==> src/hw/rtl/qhse_pkg.sv <==
package qhse_pkg;

  localparam int NCFG      = 6;
  localparam int NCOEF     = 6;
  localparam int CFG_IDX_W = 3;
  localparam int CFG_W     = 32;
  localparam int T_W       = 17;
  localparam int ACC_W     = 46;
  localparam int PROD_W    = ACC_W + T_W + 1;
  localparam int FRAC_W    = 16;
  localparam int OUT_W     = 32;

  localparam logic [CFG_IDX_W-1:0] REG_START_POS = CFG_IDX_W'(0);
  localparam logic [CFG_IDX_W-1:0] REG_START_VEL = CFG_IDX_W'(1);
  localparam logic [CFG_IDX_W-1:0] REG_START_ACC = CFG_IDX_W'(2);
  localparam logic [CFG_IDX_W-1:0] REG_END_POS   = CFG_IDX_W'(3);
  localparam logic [CFG_IDX_W-1:0] REG_END_VEL   = CFG_IDX_W'(4);
  localparam logic [CFG_IDX_W-1:0] REG_END_ACC   = CFG_IDX_W'(5);

  typedef logic signed [ACC_W-1:0] acc_t;
  typedef logic signed [CFG_W-1:0] cfg_t;

  typedef struct packed {
    logic [T_W-1:0] t;
    acc_t           s;
    acc_t           d;
  } lane_t;

endpackage

==> src/hw/rtl/qhse_cell.sv <==
module qhse_cell (
  input  logic            clk,
  input  logic            rst_n,
  input  logic            in_vld,
  input  qhse_pkg::lane_t in_lane,
  input  qhse_pkg::acc_t  coef_s,
  input  qhse_pkg::acc_t  coef_d,
  input  logic            d_en,
  output logic            out_vld,
  output qhse_pkg::lane_t out_lane
);
  import qhse_pkg::*;

  localparam logic signed [PROD_W-1:0] HALF = PROD_W'(1) <<< (FRAC_W - 1);

  logic signed [PROD_W-1:0] ps, pd;
  logic signed [PROD_W-1:0] rs, rd;
  logic                     vld_r;
  lane_t                    lane_r;
  lane_t                    lane_nxt;
  logic signed [T_W:0]      tm;

  always_comb begin
    tm         = $signed({1'b0, in_lane.t});
    ps         = PROD_W'(in_lane.s) * PROD_W'(tm);
    pd         = PROD_W'(in_lane.d) * PROD_W'(tm);
    rs         = ps + HALF;
    rd         = pd + HALF;
    lane_nxt.t = in_lane.t;
    lane_nxt.s = coef_s + acc_t'(rs[ACC_W+FRAC_W-1:FRAC_W]);
    lane_nxt.d = d_en ? (coef_d + acc_t'(rd[ACC_W+FRAC_W-1:FRAC_W])) : in_lane.d;
  end

  always_ff @(posedge clk) begin
    if (!rst_n) begin
      vld_r <= 1'b0;
    end else begin
      vld_r <= in_vld;
    end
    lane_r <= lane_nxt;
  end

  assign out_vld  = vld_r;
  assign out_lane = lane_r;

endmodule

==> config.mk <==
export PLATFORM = sky130hd
export DESIGN_NAME = qhse_cell
export DESIGN_NICKNAME = d
export VERILOG_FILES = /design/src/hw/rtl/qhse_pkg.sv /design/src/hw/rtl/qhse_cell.sv
export SDC_FILE = /design/constraint.sdc
export NUM_CORES = 2
export LEC_CHECK = 0
export BUFFER_PORTS_ARGS = -buffer_cell sky130_fd_sc_hd__buf_4
export CAP_MARGIN = 20
export CORE_ASPECT_RATIO = 0.75
export CORE_MARGIN = 4
export CORE_UTILIZATION = 59
export DETAILED_ROUTE_END_ITERATION = 8
export PLACE_DENSITY_LB_ADDON = 0.15
export SYNTH_ARGS = -nofsm -noshare
export SYNTH_HDL_FRONTEND = slang
export SYNTH_SLANG_ARGS = --single-unit
==> constraint.sdc <==
create_clock -name clk -period 9.9 [get_ports clk]
set_input_delay 1.98 -clock clk [delete_from_list [all_inputs] [get_ports clk]]
set_output_delay 1.98 -clock clk [all_outputs]
set_load 0.1 [all_outputs]
==> metrics.txt <==
Fillers=roughly 7600; busiest layer in global routing=met2; largest net degree at the start of global routing=55; Crit path largest cell delay=between 0.5 and 0.6 ns; GRT Util Overall=0.322; placed inst area=between 0.06 and 0.07 mm2; Worst Setup EP=out_lane[43]; final setup fails=3; Port Buffer Count=314; GR Layer Usage met2=0.534; setup ws final=-0.0691 ns; htree depth=3; clock tree root driver cell=clkbuf_16; Die W=373 um; status=finished, violations left; vias in the first global route=50593; top-area cell type share of the netlist area=0.488; most frequent cell after synthesis=inv_1; startpoint types=input port; Row Count=100; layout cells sized above 1=0.186; failing checks=negative setup slack; TritonCTS Buffers=9; post-route ant nets=0; sequential share of the synthesized area=0.0373; CP Launch Point=in_lane[95]; Post-Syn Instances=6568; Cell Area, Synth=0.0590 mm2; Critical Path Most Common Cell=fa_1; Setup CP Type=input port to flop; first-pass GRT wire length=267000 um; DR WL/cell=19.1 um; GR Util met3=0.0623; CTS tree=yes; maxcap violations=0; slowest CP cell=fa_1; CP Max Fanout=6; post-synthesis register bit count=110; most frequent cells after synthesis=inv_1, fa_1, nand2_1; share of flip-flops with an asynchronous set or reset=0; Clock Tree Buf Depth=2; CP arrival=~10 ns; DRT Pass-1 Iters=6; dpl hpwl=roughly 140000 um; Critical Path End Type=flop; headroom to the max-slew limit=0.457; Hold Crit Class=input port to flop; # IOs=315; Post-Syn Area per Cell=8.99 um2; minimum clock period=9.97 ns; clock sink count=110; initial drt markers=2885; Final Cell Area=between 0.07 and 0.08 mm2; initial antenna violation count=9; Synthesis Warnings=0; library cells used by synthesis=75; core area=0.0992 mm2; CP required=10.24 ns; M1 GR Usage=0.437; worst-margin pin slew=between 0.8 and 0.9 ns; final WL=167000 um; Die ar.=approximately 0.11 mm2; fin nets=9505; Slew Viols, Final=0; Layout area overhead=19.6%; post-synth net total=roughly 8700; main flop type after synthesis=dfxtp_1; DRC Markers=0; Post-synth EDFFs=0; RD Place Congestion=just over 0.9; Via density=between 5 and 6; Fmax=approximately 100 MHz; initial cell density of the core=0.595; count of final hold-check violations=0; fin crit share=1.01; Die Span Y=around 280 um; clock slew at reported path FFs=0.10 ns; RSZ-0062 raised after global routing=yes; dominant cells by area after synthesis=fa_1, inv_1, ha_1; Yosys top cell by area=fa_1; GR Overflow Total=0; vias post-DR=46850
metrics by stage:
step | util | instances | worst slack, ns | setup TNS, ns | hold WS (ns)
finish | 0.712 | 8732 | -0.0691 | -0.126 | 1.67
detailed placement | 0.686 | 8660 | -0.924 | -26.69 | 2.17
global route | 0.712 | 8726 | -0.258 | -2.08 | 1.64
CTS | 0.696 | 8693 | -0.0438 | -0.107 | 1.64
global placement | 0.686 | 8660 | -0.776 | -19.44 | 2.17
floorplan | - | 6568 | -0.123 | -0.265 | 2.01
critical path: cells and delay by family:
family / cells / cell delay [ns]
multiplexers: 1 / 0.26
XOR/XNOR: 1 / 0.08
AND/OR/NAND/NOR: 7 / 0.89
buffers and inverters: 8 / 0.68
adder cells (fa/ha/maj): 8 / 3.57
AO/OA/AOI/OAI: 14 / 2.86
repair_timing:
item / CTS / global route
setup endpoints to repair: 30 / 33
pin swaps: 42 / 127
resized for setup: 118 / 246
setup buffers: 14 / 28
hold buffers: 0 / 0
gates cloned: 4 / 9
state kept, by name (all words and copies together) (netlist names):
register,count
out_vld,1
out_lane,109
cells by family (layout without fill, tap and decap cells):
family	after synthesis	in the layout	synth area share
and+or+nand+nor	1920	1920	0.163
adders and majority gates	1904	1904	0.587
buffers and inverters	1898	2730	0.121
AOI/OAI and AO/OA	499	499	0.0552
xor gates and xnor gates	199	199	0.0295
DFF	110	110	0.0373
muxes	38	38	0.00725
other	0	6	0
cell type report:
cell class	count	area, um2	area share
clock buffer	11	243	0.00344
inverter	1614	6060	0.0858
clock inverter	4	55.1	0.000780
multi-input combinational	4560	50900	0.721
sequential	110	2200	0.0312
antenna	6	15.0	0.000213
tap	1326	1660	0.0235
timing repair buffer	1101	9470	0.134
placed cells by master, fill, tap and decap left out, types with 8 or more instances in the layout:
cell type,instances
dfxtp_1,110
inv_1,1606
ha_1,443
ha_4,19
clkbuf_16,18
a31oi_1,10
and3_1,13
a21o_1,89
nand4_1,28
buf_8,8
a21oi_2,45
nor3_1,18
buf_6,45
buf_4,981
xor2_1,56
o21a_1,15
o21ai_2,12
fa_2,29
nor2_1,80
nand2_1,845
buf_12,48
a21oi_1,118
xnor2_1,136
o21ai_0,54
o21bai_1,23
mux2_2,34
fa_1,1409
o21ai_1,20
nor2b_1,33
nand2b_1,29
and2_1,785
and2_4,14
nand3_1,22
o211ai_1,11
a211oi_1,9
inv_2,8
layer usage:
metal	share of wire	up-vias
li1	-	20892
met1	0.41	23823
met2	0.48	1797
met3	0.083	332
met4	0.033	6
met5	0.00021	-
worst min-delay path by stage:
| stage | from | endpoint | slack [ns] | depth (start not counted) |
|---|---|---|---|---|
| after global placement | in_lane[100] | out_lane[100] | 2.17 | 1 |
| after floorplan | in_lane[100] | out_lane[100] | 2.01 | 0 |
| after CTS | in_lane[100] | out_lane[100] | 1.64 | 1 |
| after global routing | in_lane[100] | out_lane[100] | 1.64 | 1 |
| after detailed placement | in_lane[100] | out_lane[100] | 2.17 | 1 |
| final | in_lane[100] | out_lane[100] | 1.67 | 1 |
Power is left out: the tool's default activity adds up to more than one toggle a clock period on the data nets, which glitch-free logic cannot reach.
