[src/hw/rtl/qhse_pkg.sv]
package qhse_pkg;

  localparam int NCFG      = 6;
  localparam int NCOEF     = 6;
  localparam int CFG_IDX_W = 3;
  localparam int CFG_W     = 32;
  localparam int T_W       = 17;
  localparam int ACC_W     = 46;
  localparam int PROD_W    = ACC_W + T_W + 1;
  localparam int FRAC_W    = 16;
  localparam int OUT_W     = 32;

  localparam logic [CFG_IDX_W-1:0] REG_START_POS = CFG_IDX_W'(0);
  localparam logic [CFG_IDX_W-1:0] REG_START_VEL = CFG_IDX_W'(1);
  localparam logic [CFG_IDX_W-1:0] REG_START_ACC = CFG_IDX_W'(2);
  localparam logic [CFG_IDX_W-1:0] REG_END_POS   = CFG_IDX_W'(3);
  localparam logic [CFG_IDX_W-1:0] REG_END_VEL   = CFG_IDX_W'(4);
  localparam logic [CFG_IDX_W-1:0] REG_END_ACC   = CFG_IDX_W'(5);

  typedef logic signed [ACC_W-1:0] acc_t;
  typedef logic signed [CFG_W-1:0] cfg_t;

  typedef struct packed {
    logic [T_W-1:0] t;
    acc_t           s;
    acc_t           d;
  } lane_t;

endpackage

[src/hw/rtl/qhse_coeff.sv]
module qhse_coeff (
  input  logic                                clk,
  input  logic                                rst_n,
  input  logic                                cfg_wr_en,
  input  logic [qhse_pkg::CFG_IDX_W-1:0]      cfg_index,
  input  logic [qhse_pkg::CFG_W-1:0]          cfg_data,
  output qhse_pkg::acc_t                      coef_s [qhse_pkg::NCOEF],
  output qhse_pkg::acc_t                      coef_d [1:qhse_pkg::NCOEF-1]
);
  import qhse_pkg::*;

  cfg_t cfg_r [NCFG];
  acc_t cs_r  [NCOEF];
  acc_t cs_nxt[NCOEF];
  acc_t cd_r  [1:NCOEF-1];
  acc_t cd_nxt[1:NCOEF-1];
  acc_t p0, v0, a0, p1, v1, a1;

  function automatic acc_t scl(input int k, input acc_t v);
    return ACC_W'(k) * v;
  endfunction

  always_comb begin
    p0 = ACC_W'(cfg_r[REG_START_POS]);
    v0 = ACC_W'(cfg_r[REG_START_VEL]);
    a0 = ACC_W'(cfg_r[REG_START_ACC]);
    p1 = ACC_W'(cfg_r[REG_END_POS]);
    v1 = ACC_W'(cfg_r[REG_END_VEL]);
    a1 = ACC_W'(cfg_r[REG_END_ACC]);
    cs_nxt[0] = scl(2, p0);
    cs_nxt[1] = scl(2, v0);
    cs_nxt[2] = a0;
    cs_nxt[3] = scl(-20, p0) + scl(-12, v0) + scl(-3, a0)
              + scl(20, p1) + scl(-8, v1) + a1;
    cs_nxt[4] = scl(30, p0) + scl(16, v0) + scl(3, a0)
              + scl(-30, p1) + scl(14, v1) + scl(-2, a1);
    cs_nxt[5] = scl(-12, p0) + scl(-6, v0) - a0
              + scl(12, p1) + scl(-6, v1) + a1;
    for (int k = 1; k < NCOEF; k++) begin
      cd_nxt[k] = scl(k, cs_nxt[k]);
    end
  end

  always_ff @(posedge clk) begin
    if (!rst_n) begin
      for (int i = 0; i < NCFG; i++) begin
        cfg_r[i] <= '0;
      end
      for (int k = 0; k < NCOEF; k++) begin
        cs_r[k] <= '0;
      end
      for (int k = 1; k < NCOEF; k++) begin
        cd_r[k] <= '0;
      end
    end else begin
      if (cfg_wr_en && (cfg_index < CFG_IDX_W'(NCFG))) begin
        cfg_r[cfg_index] <= cfg_data;
      end
      cs_r <= cs_nxt;
      cd_r <= cd_nxt;
    end
  end

  assign coef_s = cs_r;
  assign coef_d = cd_r;

endmodule

[config.mk]
export PLATFORM = sky130hd
export DESIGN_NAME = qhse_coeff
export DESIGN_NICKNAME = d
export VERILOG_FILES = /design/src/hw/rtl/qhse_pkg.sv /design/src/hw/rtl/qhse_coeff.sv
export SDC_FILE = /design/constraint.sdc
export NUM_CORES = 2
export LEC_CHECK = 0
export BUFFER_PORTS_ARGS = -buffer_cell sky130_fd_sc_hd__buf_2
export CELL_PAD_IN_SITES_DETAIL_PLACEMENT = 2
export CELL_PAD_IN_SITES_GLOBAL_PLACEMENT = 2
export CORE_MARGIN = 3
export CORE_UTILIZATION = 43
export DETAILED_ROUTE_END_ITERATION = 8
export PLACE_DENSITY_LB_ADDON = 0.1
export SYNTH_ARGS = -nofsm -noshare
export SYNTH_HDL_FRONTEND = slang
export SYNTH_SLANG_ARGS = --single-unit
[constraint.sdc]
create_clock -name clk -period 23.9 [get_ports clk]
set_input_delay 4.78 -clock clk [delete_from_list [all_inputs] [get_ports clk]]
set_output_delay 4.78 -clock clk [all_outputs]
set_load 0.01 [all_outputs]
==> summary.md <==
Clock net sink count: 509. The tools report the sum of negative setup slack as 0 ps. The clock period could shrink to 11,910 ps. The worst endpoint data arrival time was 12,470 ps; the slew at the pin with the worst max-slew slack was 1180 ps. Along the worst path, the maximum fanout reaches 7.

In this run the worst hold path is classified as flip-flop to flip-flop. The logs give 0 for the count of buffers added by post-CTS timing repair for setup and 0.188 for the share of synthesized area occupied by flip-flops and latches. In this run the cell area of the synthesized design comes to 64,500 um2. Via count of the routed design: 51,658.

The routed design has 250,000 um of wire. The total overflow reported by the global router was 0. TritonCTS built the clock tree. At the worst endpoint, the required time is 24,460 ps. The H-tree was split into 3 levels. The run gives 0 as the total number of yosys warnings. The count of final max-slew check failures was 0. From bottom edge to top edge, the die measures 393 um.

Count of instances resized after the clock tree is built: 0. The core region is 148,000 um2. In the routed design, unresolved DRC markers number 0. The max-slew headroom at the worst pin is 0.204. The run gives 8 as the number of optimization iterations in the first detailed-route pass.

In the final routed layout, each cell accounts on average for 26.7 um. Cell type of the slowest stage on the worst timing path: sky130_fd_sc_hd__edfxtp_1. The tools report the clock insertion delay at the later pin of the skew report as 690 ps.

The total count of hold-check failures in the final report is 0, and the number of enable flip-flop cells after synthesis is 192. The leading register cell type out of synthesis was sky130_fd_sc_hd__dfxtp_1. Input and output buffers added on the ports amount to 537. During I/O placement, the number of pins put on the boundary was 544. The die footprint came out at 155,000 um2.

Counting along the longest clock path gives a buffer depth of 3. The number of design-rule violations left by the first detailed-router iteration is 2,949, and the distinct cell type count of the synthesized netlist is 87. The logs give 10 for the number of antenna violations at the first check in global routing and 84.0 MHz for the highest clock rate. Synthesis produced 6,942 cells.

Setup repair after global routing left no endpoint under its margin. The share of async-settable or async-resettable flops after synthesis is 0, and the number of buffers created by CTS is 71. Compared with the post-synthesis result, the final layout area differs by 9.41%.

The flow ran to the end, and the final reports show no timing, DRC or antenna violations. The synthesized area per cell came out at 9.29 um2. The layout cell share with drive strength beyond 1 was 0.0994; the flop and latch count out of synthesis was 509.

On the final layout, the worst clock skew is 25.0 ps. The portion of the clock cycle consumed by the worst path in the final layout came out at 0.498. Entering global routing, the biggest net connects 74 pins. STA classifies the critical path endpoint as a flip-flop.

For the count of hold buffers inserted by post-cts repair, the log shows 0. The wire-length estimate of the detail-placed layout is 215,000 um. From left edge to right edge, the die measures 393 um. The number of cell rows is 141. The run gives 0.435 as the starting density of the core. Via count of the first global-routing pass: 57,701. The largest stage delay on the critical path came out at 570 ps. CTS placed an instance of sky130_fd_sc_hd__clkbuf_16 at the clock tree root. The worst setup path is launched from a flip-flop.

The routability congestion estimate was 0.915. Cell repeated most along the worst path: sky130_fd_sc_hd__a21oi_1. Across the run, the number of max-cap violations was 0. The first global-routing pass estimated 366,000 um of wire. The CTS clock-pin slew for the worst setup and hold paths was 60 ps; the antenna violation net count after detailed routing was 0. The run gives 0.320 as the total routing resource utilization after global routing. The detailed-route vias per instance works out to 5.52.

The worst-case hold slack was 606 ps. The final-report setup violation count is 0. The startpoint-to-endpoint class of the critical path was flip-flop to flip-flop.

The final layout contains 9,081 nets.
-- state kept, by name, summed over array words and instances, names as in the netlist --
signal,cells
coef_s,183
coef_d,134
cfg_r,192
-- per-layer routing --
metal  GRT usage  wire length, um
met5           0               82
met4      0.0666             5280
met3      0.0816            19500
met2       0.518           113000
met1       0.431           111000
-- cells in the mapped netlist (all sizes together) (192+ instances only) --
cell type | count | area [um2]
a21oi | 395 | 1980
a21o | 229 | 1720
xnor2 | 368 | 3240
o21ai | 206 | 1030
ha | 1094 | 13700
buf | 197 | 1460
dfxtp | 317 | 6350
nor2 | 605 | 2290
nand2 | 238 | 896
edfxtp | 192 | 5770
inv | 1235 | 4640
fa | 651 | 13000
-- cell type report --
class	instances	area, um2
Timing Repair Buffer	557	2840
Multi-Input combinational cell	4924	46000
Tap cell	2002	2500
Sequential cell	509	12100
Clock buffer	95	2030
Inverter	1235	4640
Antenna cell	3	7.51
Fill cell	16020	77800
Clock inverter	34	384
-- critical path, delay by kind of cell, from the launching register on --
family / cells / cell delay [ps]
and+or+nand+nor: 3 / 970
AOI/OAI and AO/OA: 21 / 4290
buffers and inverters: 4 / 220
xor gates and xnor gates: 3 / 830
muxes: 1 / 360
DFF: 1 / 570
adders and majority gates: 11 / 4510
-- per-stage QoR --
step | instances | util | setup slack [ps] | instance area, um2
floorplan | 6947 | - | 14060 | 64500
global placement | 9227 | 0.459 | 12530 | 68100
detailed placement | 9227 | 0.459 | 12040 | 68100
CTS | 9356 | 0.476 | 11960 | 70600
global route | 9356 | 0.476 | 11370 | 70600
finish | 9359 | 0.476 | 11990 | 70600
-- final timing paths --
check / depth (start not counted) / slack [ps] / end / startpoint
setup reg to reg: 43 / 11990 / coef_d[137]$_SDFF_PN0_ / cfg_r[0][3]$_SDFFCE_PN0P_
setup / recovery: 43 / 11990 / coef_d[137]$_SDFF_PN0_ / cfg_r[0][3]$_SDFFCE_PN0P_
hold / removal: 2 / 610 / coef_s[190]$_SDFF_PN0_ / cfg_r[1][5]$_SDFFCE_PN0P_
hold reg to reg: 2 / 610 / coef_s[190]$_SDFF_PN0_ / cfg_r[1][5]$_SDFFCE_PN0P_
-- logic make-up (layout without fill, tap and decap cells) --
logic type | Yosys count | in the layout | share of synthesized area
other | 1 | 9 | 0.0000581
adder cells (fa/ha/maj) | 1745 | 1745 | 0.414
AO/OA/AOI/OAI | 1232 | 1232 | 0.122
XOR/XNOR | 526 | 526 | 0.0719
AND/OR/NAND/NOR | 1409 | 1409 | 0.103
flip-flops | 509 | 509 | 0.188
multiplexers | 6 | 6 | 0.00101
buffers and inverters | 1514 | 1921 | 0.0992
-- layout by cell type (no fill, tap or decap), drive strengths merged, types with 64 or more instances in the layout --
master	instances
o21ai	206
inv	1240
edfxtp	192
fa	651
xor2	157
a21o	229
o21a	82
clkbuf	95
nor2	605
ha	1094
nand2	238
dfxtp	317
xnor2	368
and2	123
a21oi	395
nand2b	75
buf	557
nand3	78
o21bai	65
nor2b	64
Power is left out: the tool's default activity adds up to more than one toggle a clock period on the data nets, which glitch-free logic cannot reach.
